[src/hdl/dsh_pkg.sv]
`default_nettype none

package dsh_pkg;

   // Default sizes of the block.
   localparam int DSH_MAX_BINS    = 64;
   localparam int DSH_COUNT_WIDTH = 20;
   localparam int DSH_FRAC_BITS   = 16;

   // Fixed field widths.
   localparam int DSH_FIELD_WIDTH = 16;
   localparam int DSH_MAXD_WIDTH  = 7;
   localparam int DSH_INDEX_WIDTH = 6;

   // Register reset values.
   localparam logic [DSH_MAXD_WIDTH-1:0]         DSH_MAX_DELAY_RESET = 7'd64;
   localparam logic signed [DSH_FIELD_WIDTH-1:0] DSH_MIN_ONSET_RESET = 16'sd0;

   // Register index, taken from paddr[2].
   localparam logic DSH_REG_MAX_DELAY = 1'b0;
   localparam logic DSH_REG_MIN_ONSET = 1'b1;

   // Sequencer states.
   typedef enum logic [2:0] {
      ST_IDLE,
      ST_LOAD_WR,
      ST_EMIT_RD,
      ST_EMIT_ACC,
      ST_EMIT_SETUP,
      ST_EMIT_DIV,
      ST_EMIT_OUT,
      ST_CLEAR
   } dsh_state_type;

   // Status of the shared divider.
   typedef struct packed {
      logic busy;
      logic done;
   } dsh_div_stat_type;

endpackage

`default_nettype wire

[src/hdl/dsh_ram.sv]
`default_nettype none

module dsh_ram #(
   parameter int WIDTH = 8,
   parameter int DEPTH = 64
) (
   input  wire logic                             clock,
   input  wire logic                             wr_en,
   input  wire logic [$clog2(DEPTH > 1 ? DEPTH : 2)-1:0] wr_addr,
   input  wire logic [WIDTH-1:0]                 wr_data,
   input  wire logic [$clog2(DEPTH > 1 ? DEPTH : 2)-1:0] rd_addr,
   output logic      [WIDTH-1:0]                 rd_data
);

   logic [WIDTH-1:0] mem [DEPTH];

   // One write port and one registered read port.
   always_ff @(posedge clock) begin
      if (wr_en) begin
         mem[wr_addr] <= wr_data;
      end
      rd_data <= mem[rd_addr];
   end

endmodule

`default_nettype wire

[src/hdl/dsh_div.sv]
`default_nettype none

module dsh_div
   import dsh_pkg::*;
#(
   parameter int CW = DSH_COUNT_WIDTH,
   parameter int FB = DSH_FRAC_BITS
) (
   input  wire logic             clock,
   input  wire logic             reset,
   input  wire logic             start,
   input  wire logic [CW-1:0]    numer,
   input  wire logic [CW-1:0]    denom,
   output dsh_div_stat_type      stat,
   output logic      [FB:0]      quotient
);

   localparam int SW = $clog2(FB + 2);

   logic [CW:0]   rem_ff,  rem_in;
   logic [CW-1:0] den_ff,  den_in;
   logic [FB:0]   quot_ff, quot_in;
   logic [SW-1:0] step_ff, step_in;
   logic          busy_ff, busy_in;
   logic          done_ff, done_in;

   logic          ge;
   logic [CW:0]   diff;
   logic [CW:0]   kept_rem;

   // One restoring shift-subtract step per cycle; numer is at most denom,
   // so the quotient has one integer bit and FB fraction bits.
   always_comb begin
      ge       = rem_ff >= {1'b0, den_ff};
      diff     = rem_ff - {1'b0, den_ff};
      kept_rem = ge ? diff : rem_ff;

      rem_in  = rem_ff;
      den_in  = den_ff;
      quot_in = quot_ff;
      step_in = step_ff;
      busy_in = busy_ff;
      done_in = 1'b0;

      if (start) begin
         rem_in  = {1'b0, numer};
         den_in  = denom;
         quot_in = '0;
         step_in = SW'(FB + 1);
         busy_in = 1'b1;
      end else if (busy_ff) begin
         rem_in  = {kept_rem[CW-1:0], 1'b0};
         quot_in = {quot_ff[FB-1:0], ge};
         step_in = step_ff - SW'(1);
         if (step_ff == SW'(1)) begin
            busy_in = 1'b0;
            done_in = 1'b1;
         end
      end
   end

   always_ff @(posedge clock) begin
      if (reset) begin
         busy_ff <= 1'b0;
         done_ff <= 1'b0;
         step_ff <= '0;
      end else begin
         busy_ff <= busy_in;
         done_ff <= done_in;
         step_ff <= step_in;
      end
      rem_ff  <= rem_in;
      den_ff  <= den_in;
      quot_ff <= quot_in;
   end

   assign stat.busy = busy_ff;
   assign stat.done = done_ff;
   assign quotient  = quot_ff;

endmodule

`default_nettype wire

[src/hdl/delay_survival_histogram.sv]
`default_nettype none

// Channel   Direction  Handshake                       Payload
// request   in         start & !busy                   req_delay, req_onset_time,
//                                                      req_last_record
// response  out        rsp_strobe (one cycle, no hold) rsp_bin_index,
//                                                      rsp_remaining_fraction,
//                                                      rsp_no_data, rsp_last_result
// config    in         psel & penable & pwrite         paddr, pwdata, prdata, pready
//
// A record that goes into no bin is handled in ST_IDLE alone; a binned record
// also passes ST_LOAD_WR (read-modify-write of the bin memory).
// In the emit run each bin passes ST_EMIT_RD, ST_EMIT_ACC and ST_EMIT_SETUP,
// then ST_EMIT_DIV on the shared shift-subtract divider unless it has no data
// or nothing remaining, and ST_EMIT_OUT. The run ends by clearing the histogram.
// Reset is synchronous; it clears the counters and the bin valid bits at once.
// busy is high while a record or an emit run is in progress; results cannot be
// stalled and each beat is on the rsp_ ports for exactly one cycle.

module delay_survival_histogram
   import dsh_pkg::*;
#(
   parameter int MAX_BINS    = DSH_MAX_BINS,
   parameter int COUNT_WIDTH = DSH_COUNT_WIDTH,
   parameter int FRAC_BITS   = DSH_FRAC_BITS
) (
   input  wire logic                              clock,
   input  wire logic                              reset,
   // Request channel.
   input  wire logic                              start,
   output logic                                   busy,
   input  wire logic signed [DSH_FIELD_WIDTH-1:0] req_delay,
   input  wire logic signed [DSH_FIELD_WIDTH-1:0] req_onset_time,
   input  wire logic                              req_last_record,
   // Response channel.
   output logic                                   rsp_strobe,
   output logic      [DSH_INDEX_WIDTH-1:0]        rsp_bin_index,
   output logic      [FRAC_BITS:0]                rsp_remaining_fraction,
   output logic                                   rsp_no_data,
   output logic                                   rsp_last_result,
   // Configuration port.
   input  wire logic                              psel,
   input  wire logic                              penable,
   input  wire logic                              pwrite,
   input  wire logic [2:0]                        paddr,
   input  wire logic [31:0]                       pwdata,
   output logic      [31:0]                       prdata,
   output logic                                   pready
);

   localparam int AW = $clog2(MAX_BINS > 1 ? MAX_BINS : 2);
   localparam int MW = $clog2(MAX_BINS + 1);
   localparam logic [COUNT_WIDTH-1:0] COUNT_MAX = {COUNT_WIDTH{1'b1}};

   // Configuration registers.
   logic [DSH_MAXD_WIDTH-1:0]         max_delay_ff;
   logic signed [DSH_FIELD_WIDTH-1:0] min_onset_ff;

   // Sequencer and datapath registers.
   dsh_state_type          state_ff, state_in;
   logic [COUNT_WIDTH-1:0] kept_ff, kept_in;
   logic [COUNT_WIDTH-1:0] sum_ff, sum_in;
   logic [MW-1:0]          idx_ff, idx_in;
   logic                   last_ff, last_in;
   logic [AW-1:0]          bin_addr_ff, bin_addr_in;
   logic [FRAC_BITS:0]     frac_ff, frac_in;
   logic                   nd_ff, nd_in;
   logic                   rd_valid_ff;
   logic [MAX_BINS-1:0]    valid_ff, valid_in;

   // Control from the output decoder.
   logic accept;
   logic ram_wr_en;
   logic div_start;
   logic do_clear;

   // Combinational datapath terms.
   logic [MW-1:0]          eff_max;
   logic signed [31:0]     delay_ext;
   logic signed [31:0]     max_ext;
   logic                   keep;
   logic                   to_bin;
   logic [AW-1:0]          rd_addr;
   logic [COUNT_WIDTH-1:0] ram_rd_data;
   logic [COUNT_WIDTH-1:0] bin_val;
   logic [COUNT_WIDTH-1:0] bin_inc;
   logic [COUNT_WIDTH:0]   sum_wide;
   logic                   idx_last;
   logic                   cfg_wr;
   logic [31:0]            delay_m1;
   logic [MW-1:0]          emit_pos;

   dsh_div_stat_type       div_stat;
   logic [FRAC_BITS:0]     div_quot;

   // Effective bin count: max_delay limited to the number of bins.
   always_comb begin
      if (32'(max_delay_ff) > 32'(MAX_BINS)) begin
         eff_max = MW'(MAX_BINS);
      end else begin
         eff_max = MW'(max_delay_ff);
      end
   end

   // Keep test and bin address of an incoming record.
   always_comb begin
      delay_ext = 32'(req_delay);
      max_ext   = signed'(32'(eff_max));
      keep      = (delay_ext <= max_ext) && (req_onset_time >= min_onset_ff);
      to_bin    = keep && (delay_ext >= 32'sd1);
      delay_m1  = 32'(delay_ext - 32'sd1);
      emit_pos  = eff_max - MW'(1) - idx_ff;
      idx_last  = (idx_ff == eff_max - MW'(1));
   end

   // Memory read address: the record's bin while idle, the walk position later.
   always_comb begin
      if (state_ff == ST_IDLE) begin
         rd_addr = delay_m1[AW-1:0];
      end else begin
         rd_addr = emit_pos[AW-1:0];
      end
   end

   // Bin value read back, zero when the entry holds nothing since the last clear.
   always_comb begin
      bin_val  = rd_valid_ff ? ram_rd_data : '0;
      bin_inc  = (bin_val == COUNT_MAX) ? COUNT_MAX : bin_val + COUNT_WIDTH'(1);
      sum_wide = {1'b0, sum_ff} + {1'b0, bin_val};
   end

   dsh_ram #(
      .WIDTH (COUNT_WIDTH),
      .DEPTH (MAX_BINS)
   ) u_bins (
      .clock   (clock),
      .wr_en   (ram_wr_en),
      .wr_addr (bin_addr_ff),
      .wr_data (bin_inc),
      .rd_addr (rd_addr),
      .rd_data (ram_rd_data)
   );

   dsh_div #(
      .CW (COUNT_WIDTH),
      .FB (FRAC_BITS)
   ) u_div (
      .clock    (clock),
      .reset    (reset),
      .start    (div_start),
      .numer    (kept_ff - sum_ff),
      .denom    (kept_ff),
      .stat     (div_stat),
      .quotient (div_quot)
   );

   // Next state.
   always_comb begin
      state_in = state_ff;
      case (state_ff)
         ST_IDLE: begin
            if (start) begin
               if (to_bin) begin
                  state_in = ST_LOAD_WR;
               end else if (req_last_record) begin
                  state_in = (eff_max == '0) ? ST_CLEAR : ST_EMIT_RD;
               end
            end
         end
         ST_LOAD_WR: begin
            if (last_ff) begin
               state_in = ST_EMIT_RD;
            end else begin
               state_in = ST_IDLE;
            end
         end
         ST_EMIT_RD: begin
            state_in = ST_EMIT_ACC;
         end
         ST_EMIT_ACC: begin
            state_in = ST_EMIT_SETUP;
         end
         ST_EMIT_SETUP: begin
            if ((kept_ff == '0) || (sum_ff >= kept_ff)) begin
               state_in = ST_EMIT_OUT;
            end else begin
               state_in = ST_EMIT_DIV;
            end
         end
         ST_EMIT_DIV: begin
            if (div_stat.done) begin
               state_in = ST_EMIT_OUT;
            end
         end
         ST_EMIT_OUT: begin
            state_in = idx_last ? ST_CLEAR : ST_EMIT_RD;
         end
         ST_CLEAR: begin
            state_in = ST_IDLE;
         end
         default: begin
            state_in = ST_IDLE;
         end
      endcase
   end

   // Control outputs of the sequencer.
   always_comb begin
      accept     = 1'b0;
      ram_wr_en  = 1'b0;
      div_start  = 1'b0;
      do_clear   = 1'b0;
      rsp_strobe = 1'b0;
      busy       = 1'b1;
      case (state_ff)
         ST_IDLE: begin
            busy   = 1'b0;
            accept = start;
         end
         ST_LOAD_WR: begin
            ram_wr_en = 1'b1;
         end
         ST_EMIT_SETUP: begin
            div_start = (kept_ff != '0) && (sum_ff < kept_ff);
         end
         ST_EMIT_OUT: begin
            rsp_strobe = 1'b1;
         end
         ST_CLEAR: begin
            do_clear = 1'b1;
         end
         default: begin
            busy = 1'b1;
         end
      endcase
   end

   // Datapath next values.
   always_comb begin
      kept_in     = kept_ff;
      sum_in      = sum_ff;
      idx_in      = idx_ff;
      last_in     = last_ff;
      bin_addr_in = bin_addr_ff;
      frac_in     = frac_ff;
      nd_in       = nd_ff;
      valid_in    = valid_ff;

      // Count a kept record and remember where its bin is.
      if (accept) begin
         last_in     = req_last_record;
         bin_addr_in = delay_m1[AW-1:0];
         if (keep) begin
            kept_in = (kept_ff == COUNT_MAX) ? COUNT_MAX : kept_ff + COUNT_WIDTH'(1);
         end
      end

      if (ram_wr_en) begin
         valid_in[bin_addr_ff] = 1'b1;
      end

      // Accumulate the walked bins with saturation.
      if (state_ff == ST_EMIT_ACC) begin
         sum_in = sum_wide[COUNT_WIDTH] ? COUNT_MAX : sum_wide[COUNT_WIDTH-1:0];
      end

      // Results that need no division.
      if (state_ff == ST_EMIT_SETUP) begin
         nd_in   = (kept_ff == '0);
         frac_in = '0;
      end

      if ((state_ff == ST_EMIT_DIV) && div_stat.done) begin
         frac_in = div_quot;
      end

      if (rsp_strobe) begin
         idx_in = idx_ff + MW'(1);
      end

      // End of the run: empty histogram and counters.
      if (do_clear) begin
         kept_in  = '0;
         sum_in   = '0;
         idx_in   = '0;
         valid_in = '0;
      end
   end

   always_ff @(posedge clock) begin
      if (reset) begin
         state_ff <= ST_IDLE;
         kept_ff  <= '0;
         sum_ff   <= '0;
         idx_ff   <= '0;
         valid_ff <= '0;
         last_ff  <= 1'b0;
      end else begin
         state_ff <= state_in;
         kept_ff  <= kept_in;
         sum_ff   <= sum_in;
         idx_ff   <= idx_in;
         valid_ff <= valid_in;
         last_ff  <= last_in;
      end
      bin_addr_ff <= bin_addr_in;
      frac_ff     <= frac_in;
      nd_ff       <= nd_in;
      rd_valid_ff <= valid_ff[rd_addr];
   end

   // Result fields.
   assign rsp_bin_index          = DSH_INDEX_WIDTH'(idx_ff);
   assign rsp_remaining_fraction = frac_ff;
   assign rsp_no_data            = nd_ff;
   assign rsp_last_result        = idx_last;

   // Configuration port.
   assign pready = 1'b1;
   assign cfg_wr = psel && penable && pwrite;

   always_ff @(posedge clock) begin
      if (reset) begin
         max_delay_ff <= DSH_MAX_DELAY_RESET;
         min_onset_ff <= DSH_MIN_ONSET_RESET;
      end else if (cfg_wr) begin
         case (paddr[2])
            DSH_REG_MAX_DELAY: max_delay_ff <= pwdata[DSH_MAXD_WIDTH-1:0];
            DSH_REG_MIN_ONSET: min_onset_ff <= signed'(pwdata[DSH_FIELD_WIDTH-1:0]);
            default: max_delay_ff <= max_delay_ff;
         endcase
      end
   end

   always_comb begin
      case (paddr[2])
         DSH_REG_MAX_DELAY: prdata = 32'(max_delay_ff);
         DSH_REG_MIN_ONSET: prdata = 32'(min_onset_ff);
         default:           prdata = '0;
      endcase
   end

`ifndef SYNTHESIS
   // The divider only runs while the sequencer waits for it.
   a_div_in_div_state: assert property (@(posedge clock) disable iff (reset)
      div_stat.busy |-> (state_ff == ST_EMIT_DIV))
      else $error("divider busy outside its wait state");

   // The last beat of a run is followed by the histogram clear.
   a_last_then_clear: assert property (@(posedge clock) disable iff (reset)
      (rsp_strobe && rsp_last_result) |=> (state_ff == ST_CLEAR))
      else $error("run end not followed by clear");

   // A fraction never exceeds one.
   a_frac_range: assert property (@(posedge clock) disable iff (reset)
      rsp_strobe |-> (rsp_remaining_fraction <= {1'b1, {FRAC_BITS{1'b0}}}))
      else $error("remaining fraction above one");

   // No data means a zero fraction.
   a_no_data_zero: assert property (@(posedge clock) disable iff (reset)
      (rsp_strobe && rsp_no_data) |-> (rsp_remaining_fraction == '0))
      else $error("fraction nonzero with no data");

   // A record that needs a bin write or starts an emit holds the block for
   // the next cycle.
   a_accept_busy: assert property (@(posedge clock) disable iff (reset)
      (start && !busy && (to_bin || req_last_record)) |=> busy)
      else $error("block not busy after accepting a record");
`endif

endmodule

`default_nettype wire
[config.mk]
export PLATFORM = sky130hd
export DESIGN_NAME = delay_survival_histogram
export DESIGN_NICKNAME = d
export VERILOG_FILES = /design/src/hdl/dsh_pkg.sv /design/src/hdl/dsh_ram.sv /design/src/hdl/dsh_div.sv /design/src/hdl/delay_survival_histogram.sv
export SDC_FILE = /design/constraint.sdc
export NUM_CORES = 2
export LEC_CHECK = 0
export BUFFER_PORTS_ARGS = -buffer_cell sky130_fd_sc_hd__buf_4
export CORE_ASPECT_RATIO = 1.5
export CORE_MARGIN = 1.5
export CORE_UTILIZATION = 48
export DETAILED_ROUTE_END_ITERATION = 12
export GPL_TIMING_DRIVEN = 0
export PLACE_DENSITY = 0.69
export RECOVER_POWER = 100
export SLEW_MARGIN = 10
export SYNTH_ARGS = -nofsm -noshare
export SYNTH_HDL_FRONTEND = slang
export SYNTH_HIERARCHICAL = 1
export SYNTH_SLANG_ARGS = --single-unit
[constraint.sdc]
create_clock -name clock -period 8.35 [get_ports clock]
set_clock_uncertainty 0.2 [all_clocks]
set_input_delay 2.0875 -clock clock [delete_from_list [all_inputs] [get_ports clock]]
set_output_delay 2.0875 -clock clock [all_outputs]
set_load 0.005 [all_outputs]
Word-level counts from Yosys, hierarchy flattened
Memories as Yosys holds them, arrays and structs flattened. A register that Yosys moved wholly into a read port is not among the register bits.
Index checks and enable logic that the tools add are counted.
- bits in registers: 228
- RAM bits: 1280
- input port bits: 74
- memories: 1
- add/sub/neg operators: 10
- order comparisons: 10
- eq/ne operators: 14
- multiplexer cells: 39
- bitwise operators: 3
- reduce and logical (&&, ||, !) cells: 21
- memories (memory ; words ; bits a word ; rd ports ; clocked after memory_dff ; write ports ; line ; text):
    u_bins.mem ; 64 ; 20 ; 1 ; 1 ; 1 ; dsh_ram.sv:15 ; logic [WIDTH-1:0] mem [DEPTH];
- operator list (cell ; number):
    $mux W20 ; 7
    $or A64 B64 Y64 ; 1
    $pmux W32 S2 ; 1
    $add A20 B1 Y20 const B ; 2
    $eq A20 B20 Y1 const B ; 2
    $sub A20 B20 Y20 ; 2
    $mux W17 ; 2
    $pmux W3 S8 ; 1
    $add A20 B20 Y21 ; 1
    $ge A21 B20 Y1 ; 1
    $ge A20 B20 Y1 ; 1
    $logic_not A20 Y1 ; 1
    $lt A20 B20 Y1 ; 1
    $reduce_bool A20 Y1 ; 1
    $mux W3 ; 6
    $ge A16 B16 Y1 ; 1
    $ge A16 B2 Y1 const B ; 1
    $le A16 B8 Y1 ; 1
    $lt A6 B7 Y1 const B ; 2
    $mux W1 ; 14
    $eq A3 B3 Y1 const B ; 4
    $mux W5 ; 2
    $add A7 B1 Y7 const B ; 1
    $eq A7 B7 Y1 ; 1
    27 further kinds ; 40

Depth between registers and ports, before layout
- depth in word-level cells: 8
- depth in mapped cells: 21
- depth with buffers taken out: 16

Hierarchy
The synthesis kept the hierarchy.
- modules (own cells, without submodules) (module ; instances ; cells each ; area an instance (µm²) ; seq. area each (µm²)):
    dsh_ram ; 1 ; 2243 ; 49495.0 ; 38837.2
    delay_survival_histogram ; 1 ; 1224 ; 10334.9 ; 3503.4
    dsh_div ; 1 ; 379 ; 3771.1 ; 1701.6

Worst setup path after synthesis
Ideal clock, no wire load.
- path type: reg-to-reg
- start point: register rd_valid_ff
- end point: memory u_bins/mem[0][6] in the netlist's numbering, data pin
- setup time: 1.009 ns
- data arrival time: 5.539 ns
- path slack: 1.603 ns
- cell stages (with the launch flop): 8
- buffers on the path: 2
- period minus slack after synthesis: 6.747 ns
- path through: dfxtp_1 > clkbuf_1 > clkbuf_1 > nand2_1 > inv_1 > ha_1 > nand3_1 > o311ai_0
- cells in the longest elaborated chain, start to end: 3
- elaborated cells on any way between the ends: 4
- those cells by class: add/sub: 1; eq/ne: 1; mux: 2
- ends and longest elaborated chain (element ; line ; text):
    start: declaration ; delay_survival_histogram.sv:68 ; logic rd_valid_ff;
    start signal: assignment ; delay_survival_histogram.sv:309 ; rd_valid_ff <= valid_ff[rd_addr];
    $mux W20 (*) ; delay_survival_histogram.sv:127 ; bin_val = rd_valid_ff ? ram_rd_data : '0;
    $add A20 B1 Y20 or $eq A20 B20 Y1 (tied branches) ; delay_survival_histogram.sv:128 ; bin_inc = (bin_val == COUNT_MAX) ? COUNT_MAX : bin_val + COUNT_WIDTH'(1);
    $mux W20 (*) ; delay_survival_histogram.sv:128 ;
    via bin_inc[6] ; delay_survival_histogram.sv:86 ; logic [COUNT_WIDTH-1:0] bin_inc;
    end: declaration ; dsh_ram.sv:15 ;
The timed path passes the listed nets; every way through them passes the cells marked *.

Worst setup path after layout
- start point: input port req_delay[0]
- end point: register u_bins.rd_data[9] (read register of u_bins.mem)
- cells in the longest elaborated chain, start to end: 2
- ends and longest elaborated chain (element ; line ; text):
    start: declaration ; delay_survival_histogram.sv:32 ; input wire logic signed [DSH_FIELD_WIDTH-1:0] req_delay,
    $sub A6 B2 Y6 ; delay_survival_histogram.sv:111 ; delay_m1 = 32'(delay_ext - 32'sd1);
    via delay_m1[0] ; delay_survival_histogram.sv:90 ; logic [31:0] delay_m1;
    $mux W6 ; delay_survival_histogram.sv:118 ; if (state_ff == ST_IDLE) begin
    end: declaration ; dsh_ram.sv:12 ; output logic [WIDTH-1:0] rd_data
The timed path passes the listed nets, and every way through them passes these cells.
A chain may end at the register's enable or synchronous reset.

==> results.cfg <==
[outcome]
status = finished with violations
violations = capacitance limit, slew limit

[global_routing]
grt.overflow.total = 0
antenna_found_initial = 6
grt_pass1_wl_mm = 242
grt_max_degree = 65
grt_use_total_pct = 25.0
grt_pass1_vias = 37000

[die]
dieArea_mm2 = 0.135
start_util_pct = 48.3
die_h_um = 449
placementRows = 163
die_width_um = 300
core_area_mm2 = 0.132
ios = 134

[placed_design]
globalplace.congestion = 0.941
hpwl_mm = 118
dpl-instance-area_mm2 = 0.0683
placedCellCount = 5773
port_buffers = 114

[clock_tree]
htree_levels = 4
clk_latency_ns = 0.81
cts_tree = done
cts.sinks = 1528
holdBufCountCts = 0
ctsRootBufferMaster = clkbuf_16
cts_buffer_depth = 3
clk_pin_slew_ns = 0.06
ctsResizeCount = 0
cts-buffers-inserted = 144
post-cts-setup-buffers = 0

[final_layout]
drive_gt1_share_pct = 17.0
final_cells = 6040
layout_commonest_cell = edfxtp_1
final_area_mm2 = 0.0716
layout_common_cells = 1344 x edfxtp_1, 280 x mux4_2, 254 x nor2_1, 231 x clkbuf_1, 223 x mux2i_1
final_nets = 4362
syn_to_final_growth_pct = 12.5

[synth]
postSynthCellCount = 3845
avgSynthCellArea_um2 = 16.5
syn-num-nets = 4020
synth_area_mm2 = 0.0636
synth_warnings = 6

[timing]
worstMarginPinSlew_ns = 3.43
fmax_ghz = 0.140
hold_violations = 0
rsz0062_at_grt = no
hold_slack_ns = 0.255
relSlewSlack_pct = -131
period_share_pct = 85.6
layout_min_cycle_time_ns = 7.14
drv_slew = 1156
finalSetupViolCount = 0

[critical_path]
startpoint_type = input port
cp_data_arrival_time_ns = 7.61
critPathKind = input port to flip-flop
worstSetupStartpoint = req_delay[0]
required_ns = 8.82
worst-path-max-fanout = 10
worstSetupEndpointType = flip-flop
r2r_start = max_delay_ff[6]
reg2reg_depth = 18

[detailed_routing]
ant_nets = 0
via_per_inst = 6.08
vias = 36800
dr.pass1.iters = 5
drt-total-wl_mm = 169
drc = 0
wl_per_cell_um = 27.9
drt_iter0_drc = 3704

[pwr]
irDropWorstVdd_mv = 0.230
powerDensity_mw_per_mm2 = 237
p_int_uw = 12700
p_seq_share_pct = 49.2
leakage_uw = 0.0239
pwr-share-comb_pct = 12.5
netSwitchingFraction_pct = 25.3
switchingPower_uw = 4290
p_clk_share_pct = 38.3

[hold_path]
hp-class = flip-flop to flip-flop
hp-start = min_onset_ff[14]
hold_path_depth = 2

[run]
cap_violations = 44
==> power by group through the flow <==
stage | clock [uW] | combinational (uW) | sequential [uW]
detailed placement | 0 | 2120 | 8510
global placement | 0 | 2080 | 8510
CTS | 6580 | 2120 | 8350
finish | 6490 | 2120 | 8350
global route | 6850 | 2180 | 8350
floorplan | 0 | 1310 | 8480
==> flip-flops by register name (all words and copies together), names as in the netlist, 16 cells and up <==
register,flops
kept_ff,20
min_onset_ff,16
rsp_remaining_fraction,17
sum_ff,20
u_bins/mem,1280
u_bins/rd_data,20
u_div/den_ff,20
u_div/quotient,17
u_div/rem_ff,21
valid_ff,64
==> per-stage QoR <==
step	setup slack (ns)	TNS (ns)	utilization (%)	power, uW
after floorplan	1.60	0	-	9790
after global placement	-6.39	-1276.02	50.6	10600
after detailed placement	1.30	0	51.9	10600
after CTS	2.07	0	55.5	17100
after global routing	1.06	0	54.4	17400
final	1.21	0	54.4	17000
==> worst max-delay path: stages <==
cell	delay (ns)
clkbuf_1	0.21
inv_1	0.15
ha_1	0.33
nor2_1	0.05
a21oi_1	0.81
clkbuf_1	0.62
inv_1	0.08
buf_2	0.27
buf_4	0.27
buf_2	0.27
nor2_1	0.58
buf_2	0.40
a22oi_1	0.18
a31oi_1	0.86
o21ai_0	0.20
and3_1	0.20
==> routing by layer <==
metal / track usage (%) / routed length (um) / part of all wire (%)
met1: 26.9 / 56600 / 34
met2: 44.0 / 86100 / 51
met3: 4.35 / 11700 / 6.9
met4: 17.7 / 14200 / 8.4
met5: 0 / 0 / 0
==> worst paths after layout <==
kind / to / slack, ns
max: u_bins/rd_data[9] / 1.21
min: min_onset_ff[14] / 0.25
max reg2reg: u_bins/rd_data[9] / 1.45
min reg2reg: min_onset_ff[14] / 0.25
==> cell type report <==
class	instances	area (um^2)
Clock inverter	84	840
Clock buffer	181	3810
Antenna cell	2	5.00
Buffer	211	1110
Tap cell	1732	2170
Sequential cell	1528	44000
Inverter	109	409
Multi-Input combinational cell	1997	18000
Timing Repair Buffer	196	1160
Fill cell	10400	60000
Power figures use the tool's default switching activity.
